`src/rtl/core/riff_wave_chunk_parser_unit_assert.svh`:
```
// assertion macros shared by the rtl of the riff wave chunk parser unit
`ifndef RIFF_WAVE_CHUNK_PARSER_UNIT_ASSERT_SVH
`define RIFF_WAVE_CHUNK_PARSER_UNIT_ASSERT_SVH

// checked on every clock edge outside reset
`define RWCP_ASSERT(name, prop, msg) \
  name: assert property (@(posedge clk_i) disable iff (!rst_ni) prop) else $error(msg);

// checked on every clock edge, reset included
`define RWCP_ASSERT_ALWAYS(name, prop, msg) \
  name: assert property (@(posedge clk_i) prop) else $error(msg);

`endif

```
`src/rtl/core/rwcp_pkg.sv`:
```
// ----------------------------------------------------------------------------
// rwcp_pkg
// Types and constants of the riff wave chunk parser unit.
// ----------------------------------------------------------------------------
package rwcp_pkg;

  typedef enum logic [1:0] {
    KindRiff    = 2'd0,
    KindFmt     = 2'd1,
    KindData    = 2'd2,
    KindUnknown = 2'd3
  } chunk_kind_e;

  // chunk ids, first byte in the low bits
  localparam logic [31:0] TagRiff = 32'h4646_4952;
  localparam logic [31:0] TagFmt  = 32'h2074_6D66;
  localparam logic [31:0] TagData = 32'h6174_6164;

  localparam logic [31:0] FmtFieldBytes = 32'd16;

  typedef struct packed {
    chunk_kind_e kind;
    logic [31:0] tag;
    logic [31:0] length;
    logic [31:0] form;
    logic [15:0] format_code;
    logic [15:0] channel_count;
    logic [31:0] sample_rate;
    logic [31:0] byte_rate;
    logic [15:0] block_align;
    logic [15:0] sample_bits;
  } result_t;

endpackage

```
`src/rtl/core/rwcp_parse.sv`:
```
// ----------------------------------------------------------------------------
// rwcp_parse
// Byte-serial chunk parser: state, shift registers and result decode.
// ----------------------------------------------------------------------------
`include "riff_wave_chunk_parser_unit_assert.svh"

module rwcp_parse (
  input  logic              clk_i,
  input  logic              rst_ni,
  input  logic              accept_i,
  input  logic [7:0]        byte_in_i,
  output logic              res_valid_o,
  output rwcp_pkg::result_t res_o
);

  typedef enum logic [2:0] {
    PhId   = 3'd0,
    PhSize = 3'd1,
    PhForm = 3'd2,
    PhFmt  = 3'd3,
    PhSkip = 3'd4,
    PhDone = 3'd5
  } phase_e;

  phase_e       phase_q, phase_d;
  logic [4:0]   idx_q, idx_d, idx_inc;
  logic [31:0]  tag_q, tag_d;
  logic [31:0]  len_q, len_d;
  logic [31:0]  skip_q, skip_d, skip_dec;
  logic [127:0] store_q, store_d;
  logic [6:0]   bit_pos;

  assign idx_inc  = idx_q + 5'd1;
  assign skip_dec = (skip_q != 32'd0) ? (skip_q - 32'd1) : skip_q;

  always_comb begin
    phase_d     = phase_q;
    idx_d       = idx_q;
    tag_d       = tag_q;
    len_d       = len_q;
    skip_d      = skip_q;
    store_d     = store_q;
    bit_pos     = {idx_q[3:0], 3'b000};
    res_valid_o = 1'b0;
    res_o       = '0;
    if (accept_i) begin
      case (phase_q)
        PhId: begin
          tag_d = {byte_in_i, tag_q[31:8]};
          idx_d = idx_inc;
          if (idx_inc >= 5'd4) begin
            idx_d   = '0;
            phase_d = PhSize;
          end
        end
        PhSize: begin
          len_d = {byte_in_i, len_q[31:8]};
          idx_d = idx_inc;
          if (idx_inc >= 5'd4) begin
            idx_d   = '0;
            store_d = '0;
            if (tag_q == rwcp_pkg::TagRiff) begin
              phase_d = PhForm;
            end else if (tag_q == rwcp_pkg::TagFmt) begin
              phase_d = PhFmt;
            end else begin
              res_valid_o  = 1'b1;
              res_o.tag    = tag_q;
              res_o.length = len_d;
              if (tag_q == rwcp_pkg::TagData) begin
                res_o.kind = rwcp_pkg::KindData;
                phase_d    = PhDone;
              end else begin
                res_o.kind = rwcp_pkg::KindUnknown;
                skip_d     = len_d;
                phase_d    = (len_d != 32'd0) ? PhSkip : PhId;
              end
            end
          end
        end
        PhForm: begin
          bit_pos = {2'b00, idx_q[1:0], 3'b000};
          store_d[bit_pos +: 8] = store_q[bit_pos +: 8] | byte_in_i;
          idx_d = idx_inc;
          if (idx_inc >= 5'd4) begin
            idx_d        = '0;
            res_valid_o  = 1'b1;
            res_o.kind   = rwcp_pkg::KindRiff;
            res_o.tag    = tag_q;
            res_o.length = len_q;
            res_o.form   = store_d[31:0];
            phase_d      = PhId;
          end
        end
        PhFmt: begin
          store_d[bit_pos +: 8] = store_q[bit_pos +: 8] | byte_in_i;
          idx_d = idx_inc;
          if (idx_inc >= 5'd16) begin
            idx_d               = '0;
            res_valid_o         = 1'b1;
            res_o.kind          = rwcp_pkg::KindFmt;
            res_o.tag           = tag_q;
            res_o.length        = len_q;
            res_o.format_code   = store_d[15:0];
            res_o.channel_count = store_d[31:16];
            res_o.sample_rate   = store_d[63:32];
            res_o.byte_rate     = store_d[95:64];
            res_o.block_align   = store_d[111:96];
            res_o.sample_bits   = store_d[127:112];
            if (len_q > rwcp_pkg::FmtFieldBytes) begin
              skip_d  = len_q - rwcp_pkg::FmtFieldBytes;
              phase_d = PhSkip;
            end else begin
              skip_d  = '0;
              phase_d = PhId;
            end
          end
        end
        PhSkip: begin
          skip_d = skip_dec;
          if (skip_dec == 32'd0) begin
            phase_d = PhId;
          end
        end
        default: begin
        end
      endcase
    end
  end

  always_ff @(posedge clk_i or negedge rst_ni) begin
    if (!rst_ni) begin
      phase_q <= PhId;
      idx_q   <= '0;
      tag_q   <= '0;
      len_q   <= '0;
      skip_q  <= '0;
      store_q <= '0;
    end else begin
      phase_q <= phase_d;
      idx_q   <= idx_d;
      tag_q   <= tag_d;
      len_q   <= len_d;
      skip_q  <= skip_d;
      store_q <= store_d;
    end
  end

  `RWCP_ASSERT(a_done_sticks, (phase_q == PhDone) |=> (phase_q == PhDone), "left done phase")
  `RWCP_ASSERT_ALWAYS(a_res_needs_accept, res_valid_o |-> accept_i, "result without transaction")
  `RWCP_ASSERT(a_idx_range, (idx_q < 5'd16), "byte index out of range")

endmodule

```
`src/rtl/core/rwcp_out_stage.sv`:
```
// ----------------------------------------------------------------------------
// rwcp_out_stage
// Output register with one skid entry between parser and result channel.
// ----------------------------------------------------------------------------
`include "riff_wave_chunk_parser_unit_assert.svh"

module rwcp_out_stage (
  input  logic              clk_i,
  input  logic              rst_ni,
  input  logic              push_i,
  input  rwcp_pkg::result_t push_data_i,
  output logic              space_o,
  output logic              out_valid_o,
  input  logic              out_ready_i,
  output rwcp_pkg::result_t out_data_o
);

  logic              out_valid_q, skid_valid_q;
  rwcp_pkg::result_t out_data_q, skid_data_q;
  logic              pop;

  assign pop         = out_valid_q && out_ready_i;
  assign space_o     = !skid_valid_q;
  assign out_valid_o = out_valid_q;
  assign out_data_o  = out_data_q;

  always_ff @(posedge clk_i or negedge rst_ni) begin
    if (!rst_ni) begin
      out_valid_q  <= 1'b0;
      skid_valid_q <= 1'b0;
    end else begin
      if (!out_valid_q || pop) begin
        if (skid_valid_q) begin
          out_valid_q  <= 1'b1;
          skid_valid_q <= 1'b0;
        end else begin
          out_valid_q <= push_i;
        end
      end else if (push_i) begin
        skid_valid_q <= 1'b1;
      end
    end
  end

  always_ff @(posedge clk_i) begin
    if (!out_valid_q || pop) begin
      out_data_q <= skid_valid_q ? skid_data_q : push_data_i;
    end else if (push_i) begin
      skid_data_q <= push_data_i;
    end
  end

  `RWCP_ASSERT_ALWAYS(a_skid_behind_out, skid_valid_q |-> out_valid_q, "skid full, output empty")
  `RWCP_ASSERT(a_skid_drains, (out_valid_q && out_ready_i && skid_valid_q) |=> out_valid_q,
    "skid entry lost")
  `RWCP_ASSERT(a_skid_fill_on_stall,
    (skid_valid_q && !$past(skid_valid_q)) |-> ($past(out_valid_q) && !$past(out_ready_i)),
    "skid filled without stall")

endmodule

```
`src/rtl/core/riff_wave_chunk_parser_unit.sv`:
```
// ----------------------------------------------------------------------------
// riff_wave_chunk_parser_unit
// Byte-serial WAV header parser reporting one result per chunk header.
// ----------------------------------------------------------------------------
//  channel | signals                           | direction
//  input   | in_valid_i, in_ready_o, byte_in_i | one file byte per transaction
//  output  | out_valid_o, out_ready_i, chunk_* | one chunk header per transaction
//
//  one byte is taken per cycle while in_ready_o is high; the parser state
//  updates in that cycle and any result is registered in the output stage.
//  reset returns the parser to expecting a chunk id, with no result pending.
//  the output register plus one skid entry absorb a stall; input is held
//  off only while the skid entry is occupied.
// ----------------------------------------------------------------------------
module riff_wave_chunk_parser_unit (
  input  logic        clk_i,
  input  logic        rst_ni,
  input  logic        in_valid_i,
  output logic        in_ready_o,
  input  logic [7:0]  byte_in_i,
  output logic        out_valid_o,
  input  logic        out_ready_i,
  output logic [1:0]  chunk_kind_o,
  output logic [31:0] chunk_tag_o,
  output logic [31:0] chunk_length_o,
  output logic [31:0] form_tag_o,
  output logic [15:0] format_code_o,
  output logic [15:0] channel_count_o,
  output logic [31:0] sample_rate_o,
  output logic [31:0] byte_rate_o,
  output logic [15:0] block_align_o,
  output logic [15:0] sample_bits_o
);

  logic              accept, res_valid, space;
  rwcp_pkg::result_t res, out_data;

  assign in_ready_o = space;
  assign accept     = in_valid_i && space;

  rwcp_parse u_parse (
    .clk_i       (clk_i),
    .rst_ni      (rst_ni),
    .accept_i    (accept),
    .byte_in_i   (byte_in_i),
    .res_valid_o (res_valid),
    .res_o       (res)
  );

  rwcp_out_stage u_out_stage (
    .clk_i       (clk_i),
    .rst_ni      (rst_ni),
    .push_i      (res_valid),
    .push_data_i (res),
    .space_o     (space),
    .out_valid_o (out_valid_o),
    .out_ready_i (out_ready_i),
    .out_data_o  (out_data)
  );

  assign chunk_kind_o    = out_data.kind;
  assign chunk_tag_o     = out_data.tag;
  assign chunk_length_o  = out_data.length;
  assign form_tag_o      = out_data.form;
  assign format_code_o   = out_data.format_code;
  assign channel_count_o = out_data.channel_count;
  assign sample_rate_o   = out_data.sample_rate;
  assign byte_rate_o     = out_data.byte_rate;
  assign block_align_o   = out_data.block_align;
  assign sample_bits_o   = out_data.sample_bits;

endmodule
```
`config.mk`:
```
export PLATFORM = sky130hd
export DESIGN_NAME = riff_wave_chunk_parser_unit
export DESIGN_NICKNAME = d
export VERILOG_FILES = /design/src/rtl/core/rwcp_pkg.sv /design/src/rtl/core/rwcp_parse.sv /design/src/rtl/core/rwcp_out_stage.sv /design/src/rtl/core/riff_wave_chunk_parser_unit.sv
export VERILOG_INCLUDE_DIRS = /design/src /design/src/rtl/core
export SDC_FILE = /design/constraint.sdc
export NUM_CORES = 1
export LEC_CHECK = 0
export BUFFER_PORTS_ARGS = -buffer_cell sky130_fd_sc_hd__buf_2
export CAP_MARGIN = 20
export CORE_UTILIZATION = 55
export CTS_CLUSTER_SIZE = 24
export DETAILED_ROUTE_END_ITERATION = 8
export GPL_TIMING_DRIVEN = 0
export PLACE_DENSITY = 0.74
export SETUP_SLACK_MARGIN = 0.1
export SYNTH_ARGS = -nofsm -noshare
export SYNTH_HDL_FRONTEND = slang
export SYNTH_HIERARCHICAL = 1
export SYNTH_SLANG_ARGS = --single-unit
```
`constraint.sdc`:
```
create_clock -name clk_i -period 49 [get_ports clk_i]
set_input_delay 4.9 -clock clk_i [delete_from_list [all_inputs] [get_ports clk_i]]
set_output_delay 4.9 -clock clk_i [all_outputs]
set_load 0.005 [all_outputs]
```
==> Word level (Yosys, flattened, before mapping) <==
Cells that the tools add are included.
{ "op_classes": {"eq_ne": 15, "n_mux": 48, "reduce_logical": 22, "n_lt_le_gt_ge": 3, "n_bitwise": 3, "shift": 6, "add_sub_neg": 5} }
{ "op_table": {"columns": ["operator", "count"], "rows": [
  ["$mux 226", 2],
  ["$mux 128", 3],
  ["$pmux 128 s3", 1],
  ["$bwmux 128", 2],
  ["$mux 32", 8],
  ["$shift 8x9->128 const A", 2],
  ["$shiftx 8x9->128", 2],
  ["$mux 66", 3],
  ["$pmux 66 s3", 1],
  ["$shiftx 128x6->8", 1],
  ["$shiftx 128x8->8", 1],
  ["$mux 96", 1],
  ["$pmux 32 s3", 1],
  ["$mux 65", 1],
  ["$eq 32x31->1 const B", 2],
  ["$reduce_bool 32->1", 2],
  ["$eq 32x30->1 const B", 1],
  ["$gt 32x5->1 const B", 1],
  ["$logic_not 32->1", 1],
  ["$sub 32x1->32 const B", 1],
  ["$sub 32x5->32 const B", 1],
  ["$mux 3", 10],
  ["$or 8x8->8", 2],
  ["$pmux 3 s5", 1],
  ["other kinds (26)", 51]
]} }
{ "totals": {"register_bits": 686, "out_inout_bits": 228} }

==> Depth between registers and ports, before layout <==
Gate-level depths: netlist of the first run.
{ "logic_depth": {"ltp_word": 8, "depth_mapped": 13} }

==> By module <==
Netlist of the first run, hierarchy kept.
{ "modules_own_cells": {"columns": ["module", "instances", "area_per_inst_um2", "cells_each", "seq_area_each_um2"], "rows": [
  ["rwcp_out_stage", 1, 16474.6, 712, 13623.1],
  ["rwcp_parse", 1, 15344.7, 1787, 5805.6],
  ["riff_wave_chunk_parser_unit", 1, 6.3, 1, 0.0]
]} }

==> Worst setup path after synthesis of the first run <==
Ideal clock, no wire load.
{ "synth_path": {"path_type": "input to register", "startpoint": "in out_ready_i", "endpoint": "reg u_out_stage/skid_data_q[0] in the netlist's numbering (enable)", "setup_time_ps": 2620, "arrival_time_ps": 26688, "path_stages": 2, "slack_ps": 19692, "cell_sequence": "nand2b_1 nor2_1"} }
{ "synth_via": {"elab_chain_cells": 4} }
{ "synth_rtl": {"columns": ["element", "line_no", "source"], "rows": [
  ["from (decl)", "riff_wave_chunk_parser_unit.sv:22", "input logic out_ready_i,"],
  ["$logic_and 1x1->1", "rwcp_out_stage.sv:22", "assign pop = out_valid_q && out_ready_i;"],
  ["$logic_or 1x1->1", "rwcp_out_stage.sv:46", "if (!out_valid_q || pop) begin"],
  ["$not 1->1 (no source line)", null, null],
  ["$reduce_and 2->1 (no source line)", null, null],
  ["to (signal assigned)", "rwcp_out_stage.sv:49", "skid_data_q <= push_data_i;"],
  ["to (decl)", "rwcp_out_stage.sv:19", "rwcp_pkg::result_t out_data_q, skid_data_q;"]
]} }
Every way passes these cells.
A chain may end at the register's enable or synchronous reset.

==> Worst setup path after layout of the first run <==
{ "layout_path": {"startpoint": "in in_valid_i", "endpoint": "reg u_out_stage/skid_data_q[90] in the netlist's numbering (enable)"} }
{ "layout_via": {"elab_chain_cells": 3} }
{ "layout_rtl": {"columns": ["element", "line_no", "source"], "rows": [
  ["from (decl)", "riff_wave_chunk_parser_unit.sv:18", "input logic in_valid_i,"],
  ["$logic_and 1x1->1", "riff_wave_chunk_parser_unit.sv:39", "assign accept = in_valid_i && space;"],
  ["via accept", "riff_wave_chunk_parser_unit.sv:35", "logic accept, res_valid, space;"],
  ["$mux 1", "rwcp_parse.sv:46", "if (accept_i) begin"],
  ["via res_valid", "riff_wave_chunk_parser_unit.sv:35", null],
  ["$reduce_and 2->1 (no source line)", null, null]
]} }
The timed path passes the listed nets, and every way through them passes these cells.

==> results.cfg, run 1 <==
[outcome]
status = complete, but fails checks
failed_checks = design-rule violations

[setup_path]
crit_path_start_kind = input port
max_stage_delay_ns = 0.69
path_buf_inv = 8
worstPathArrival_ns = 8.74
path_max_fanout = 34
rr_endpoint = u_out_stage/skid_data_q[90]$_DFFE_PP_
cp-end-kind = register
r2r_start = u_parse/idx_q[1]$_DFFE_PN0P_
crit_start = in_valid_i
cp_common_cell = buf_12
crit_type = in2reg
r2r_cells = 13
cpMaxStageDelayCell = nor2_4
critPathTopFamily = buffers and inverters
r2r_setup_slack_ns = 43.43
worstPathRequired_ns = 49.30
crit_chain = buf_2 > and2_1 > nor2b_1 > clkbuf_1 > o21ai_0 > o21ba_2 > clkbuf_1 > inv_1 > nor2_4 > buf_12 > buf_12 > buf_12 > buf_12
cp.depth = 13

[hold_path]
min_path_cells = 2
hold_path_end = u_parse/store_q[51]$_DFFE_PN0P_
min_from = u_parse/store_q[51]$_DFFE_PN0P_
hold_class = reg2reg

[grt]
grt_pass1_vias = 22500
overflow = 0
grt_pass1_wl_um = 137000
grt.total_usage_pct = 30.5
grt_max_degree = 84
antenna_found_initial = 2

[cts]
post_cts_resized = 0
cts_htree_levels = 3
cts_setup_buffers = 0
holdBufCountCts = 0
tritoncts = yes
clockBufferDepth = 3
path_clk_slew_ns = 0.06
numCtsBuffers = 72
cts_sinks = 686
root_buffer = clkbuf_16
insertion_delay_ns = 0.62

[placed_design]
dpl.hpwl_um = 63000
dp_slack_ns = 40.04
placed_area_mm2 = 0.0343
portBuffers = 239
routabilityCongestion = 0.959

[logic_synthesis]
synth_cell_types = 70
synth_warnings = 6
ys_ff_latch = 686
synthTopCellsByArea = edfxtp_1 43%, dfrtp_1 18%, mux2_2 10%, nor2_1 3.3%, a211oi_1 3.2%
syn_nets = 2522
synthFlopType = edfxtp_1
synth_top_area_cell = edfxtp_1
syn_avg_cell_area_um2 = 12.7
synth_area_mm2 = 0.0318
synthCells = 2500
synth.yosys.seq_area_share_pct = 61.0
synth_top_area_share_pct = 42.6
synth-async-reset-ratio_pct = 34.1
synth_edf_count = 452

[power]
leakage_nw = 14.2
ir_drop_v = 0.0000263
powerDensity_mw_per_mm2 = 33.3

[finish]
antenna_cells = 0
utilization_pct = 64.4
multi_input_area_mm2 = 0.0114
area_growth_pct = 14.9
fin_nets = 2851
drive_gt1_share_pct = 26.2
final_area_mm2 = 0.0366
fillers = 4295
seq_area_mm2 = 0.0194

[detailed_routing]
drc_errors = 36
wire_per_inst_um = 24.7
num_vias = 23000
drt_wl_total_um = 90100
drtPass1Iterations = 9
detail_route.iter0.violations = 2824
drtAntennaViolNets = 0
viasPerCell = 6.30

[die]
die_area_mm2 = 0.0588
fp.dieW_um = 243
die_h_um = 243
row_count = 87
core_area_mm2 = 0.0568
io_pins = 240
start_util_pct = 56.0

[sta]
rsz0062_at_grt = no
fmax_mhz = 119
totalNegativeSetupSlack_ns = 0
hold_viol_final = 0
fin_crit_ns = 8.43
worst_pin_slew_ns = 1.19
setup_viol = 0
period_share_pct = 17.2
finalWorstSetupSlack_ns = 40.57
finClkSkew_ns = 0.0221
report.final.slew_viol_count = 0
relSlewSlack_pct = 19.7

[run]
maxCapViolCount = 0
## worst max-delay path by stage
stage	endpoint
after floorplan	u_out_stage/skid_data_q[0]$_DFFE_PP_
after global placement	u_out_stage/skid_data_q[88]$_DFFE_PP_
after detailed placement	u_out_stage/skid_data_q[89]$_DFFE_PP_
after CTS	u_out_stage/skid_data_q[89]$_DFFE_PP_
after global routing	u_out_stage/skid_data_q[92]$_DFFE_PP_
final	u_out_stage/skid_data_q[90]$_DFFE_PP_
## flip-flops by register name, indices dropped and copies added, names as in the netlist, 3 cells and up
name / cells
u_out_stage/out_data_o: 226
u_out_stage/skid_data_q: 226
u_parse/store_q: 128
u_parse/len_q: 32
u_parse/skip_q: 32
u_parse/tag_q: 32
u_parse/idx_q: 5
u_parse/phase_q: 3
## power by group
part           internal, mW  switching, mW
Clock                 0.302          0.228
Combinational        0.0198         0.0445
Sequential            0.617        0.00600
Total                 0.939          0.279
## layer usage
metal	track usage [%]	part of all wire (%)
met5	0	0.014
met4	12.2	3.4
met3	5.34	8.2
met2	47.9	47
met1	42.5	42
## worst min-delay path: stages (launching register included)
cell and delay [ns]:
dfrtp_1 0.36, nand2_1 0.05, o21ai_0 0.06
## synthesized netlist by cell type, types with 6 or more instances
| master | count |
|---|---|
| a221oi_1 | 14 |
| edfxtp_1 | 452 |
| nor4_1 | 21 |
| a21oi_1 | 58 |
| nand2b_1 | 11 |
| nand2_1 | 165 |
| mux4_2 | 40 |
| buf_2 | 15 |
| buf_6 | 26 |
| o21ai_1 | 16 |
| nor2_1 | 284 |
| or4_1 | 11 |
| xor2_1 | 19 |
| dfrtp_1 | 234 |
| or2_2 | 11 |
| mux2_2 | 289 |
| nand3_1 | 19 |
| o31ai_1 | 10 |
| xnor2_1 | 12 |
| nor3_1 | 37 |
| inv_1 | 13 |
| a222oi_1 | 10 |
| nor3b_1 | 7 |
| nor2b_1 | 37 |
| o21ai_0 | 179 |
| o221ai_1 | 22 |
| buf_1 | 15 |
| and2_1 | 45 |
| a22oi_1 | 57 |
| a31oi_1 | 6 |
| or3_1 | 12 |
| nor4bb_1 | 7 |
| a211oi_1 | 134 |
| ha_1 | 10 |
| clkbuf_1 | 131 |
## stage by stage
stage	cells	power [mW]	hold slack, ns
after floorplan	2500	0.673	0.467
after CTS	3642	1.23	0.511
after global routing	3644	1.26	0.550
after detailed placement	3509	0.697	0.498
after global placement	3495	0.696	0.488
final	3644	1.22	0.510
## area by class of cell
type	instances	area share, %
multi-input cells	1613	31.3
plain buffers	188	2.52
repair buffers	255	4.10
clock inverters	33	0.752
well taps	756	2.59
inverters	13	0.133
flip-flops and latches	686	53.1
clock buffers	100	5.52
## cell families after synthesis
group,share of synthesized area (%)
simple gates,10.6
flops,61.0
compound gates,11.0
mux,13.1
buf+inv,3.05
xor+xnor,0.853
fa+ha+maj,0.393
## layout by cell type (no fill, tap or decap), drive strengths merged, types with 37 or more instances in the layout
cell type / Yosys / final
nor2: 284 / 284
nor2b: 37 / 37
nor3: 39 / 39
a21oi: 58 / 58
clkbuf: 131 / 233
a22oi: 57 / 57
nand2: 165 / 165
mux2: 289 / 289
mux4: 40 / 40
a211oi: 134 / 134
o21ai: 196 / 196
edfxtp: 452 / 452
buf: 57 / 310
dfrtp: 234 / 234
and2: 46 / 46
Power figures use the tool's default switching activity.
==> run 2, diff against run 1 <==
- clock period: 49 -> 7.9 ns (I/O delays scaled with it)
==> results.cfg, run 2 (synthesis gave the netlist of run 1 again) <==
[setup_path]
cp_common_cell = buf_12
cpMaxStageDelayCell = o31ai_1
cp-end-kind = register
worstPathArrival_ns = 5.87
crit_type = reg2reg
path_buf_inv = 7
worstPathRequired_ns = 8.20
max_stage_delay_ns = 1.00
crit_path_start_kind = register
critPathTopFamily = buffers and inverters
path_max_fanout = 37
crit_chain = buf_1 > a211oi_1 > a21oi_1 > o21ai_0 > o31ai_1 > o21ba_2 > clkbuf_1 > inv_1 > nor2_4 > buf_12 > buf_12 > buf_16 > buf_12

[power]
ir_drop_v = 0.000140
leakage_nw = 14.3
powerDensity_mw_per_mm2 = 209

[detailed_routing]
drtPass1Iterations = 9
drtAntennaViolNets = 0
drc_errors = 0
detail_route.iter0.violations = 2748
wire_per_inst_um = 24.9
viasPerCell = 6.29
num_vias = 22900
drt_wl_total_um = 90700

[sta]
rsz0062_at_grt = no
setup_viol = 0
fmax_mhz = 180
finClkSkew_ns = 0.0271
finalWorstSetupSlack_ns = 2.33
report.final.slew_viol_count = 0
period_share_pct = 70.5
worst_pin_slew_ns = 1.16
hold_viol_final = 0
fin_crit_ns = 5.57
relSlewSlack_pct = 21.9

[placed_design]
portBuffers = 239
placed_area_mm2 = 0.0343
dpl.hpwl_um = 63400
dp_slack_ns = 2.49
routabilityCongestion = 0.959
dp_cells = 3510

[hold_path]
hold_class = in2async

[grt]
grt_max_degree = 101
grt_pass1_vias = 22500
grt.total_usage_pct = 30.9
overflow = 0
grt_pass1_wl_um = 138000
antenna_found_initial = 0

[cts]
post_cts_resized = 0
insertion_delay_ns = 0.62
cts_htree_levels = 3
tritoncts = yes
clockBufferDepth = 3
path_clk_slew_ns = 0.06
root_buffer = clkbuf_16
holdBufCountCts = 0
cts_sinks = 686
numCtsBuffers = 71
cts_setup_buffers = 0

[finish]
area_growth_pct = 15.3
layout_common_cells = 452 x edfxtp_1, 289 x mux2_2, 283 x nor2_1
final_area_mm2 = 0.0367
seq_area_mm2 = 0.0194
multi_input_area_mm2 = 0.0114
fillers = 4318
drive_gt1_share_pct = 26.4
fin_cells = 3643
antenna_cells = 0
layout_commonest_cell = edfxtp_1
fin_nets = 2851
utilization_pct = 64.6

[outcome]
status = completed

[die]
row_count = 87
core_area_mm2 = 0.0568
die_h_um = 243
die_area_mm2 = 0.0588
io_pins = 240
start_util_pct = 56.0
fp.dieW_um = 243

[run]
maxCapViolCount = 0
==> run 2: changes by cell type in the layout (fill, tap and decap cells not counted), moves of 2 or more <==
cell,before,now
clkbuf_1,151,146
bufinv_16,2,6
clkbuf_8,5,7
clkinv_2,10,8
==> run 2: per-stage QoR <==
| stage | hold WS (ns) | power [mW] | setup TNS [ns] |
|---|---|---|---|
| finish | 0.103 | 7.68 | 0 |
| global route | 0.140 | 7.90 | 0 |
| CTS | 0.113 | 7.72 | 0 |
| detailed placement | 0.494 | 4.33 | 0 |
| global placement | 0.489 | 4.32 | -2041.73 |
| floorplan | 0.467 | 4.17 | -1123.31 |
==> run 2: final timing paths <==
path	startpoint	end	slack (ns)	cells after the start
max reg2reg	u_parse/idx_q[1]$_DFFE_PN0P_	u_out_stage/skid_data_q[97]$_DFFE_PP_	2.33	13
min in group clk_i	u_parse/store_q[52]$_DFFE_PN0P_	u_parse/store_q[52]$_DFFE_PN0P_	0.51	2
max	u_parse/idx_q[1]$_DFFE_PN0P_	u_out_stage/skid_data_q[97]$_DFFE_PP_	2.33	13
min reg2reg	u_parse/store_q[52]$_DFFE_PN0P_	u_parse/store_q[52]$_DFFE_PN0P_	0.51	2
min	rst_ni	u_out_stage/out_valid_o$_DFFE_PN0P_	0.10	1
max in group asynchronous	rst_ni	u_parse/store_q[60]$_DFFE_PN0P_	6.87	2
==> run 2: power breakdown <==
group	internal, mW	total [mW]	switching [mW]
Clock	2.00	3.42	1.42
Combinational	0.123	0.399	0.276
Sequential	3.83	3.87	0.0367
==> run 2: worst register-to-register path, delay by kind of cell, from the launching register on <==
family / cells / cell delay, ns
AOI/OAI and AO/OA: 5 / 1.91
buffers and inverters: 7 / 2.02
DFF: 1 / 0.55
and+or+nand+nor: 1 / 0.75
==> run 2: layout make-up <==
class / count / share of cell area [%]
clock buffers: 96 / 5.46
plain buffers: 188 / 2.52
flip-flops and latches: 686 / 53.0
inverters: 13 / 0.133
well taps: 756 / 2.58
multi-input cells: 1613 / 31.2
repair buffers: 256 / 4.13
clock inverters: 35 / 1.04
==> run 2: layer usage <==
metal	track usage [%]	wire length [um]
met4	13.6	4000
met3	5.25	7150
met5	0	0
met2	48.3	42400
met1	42.7	37200
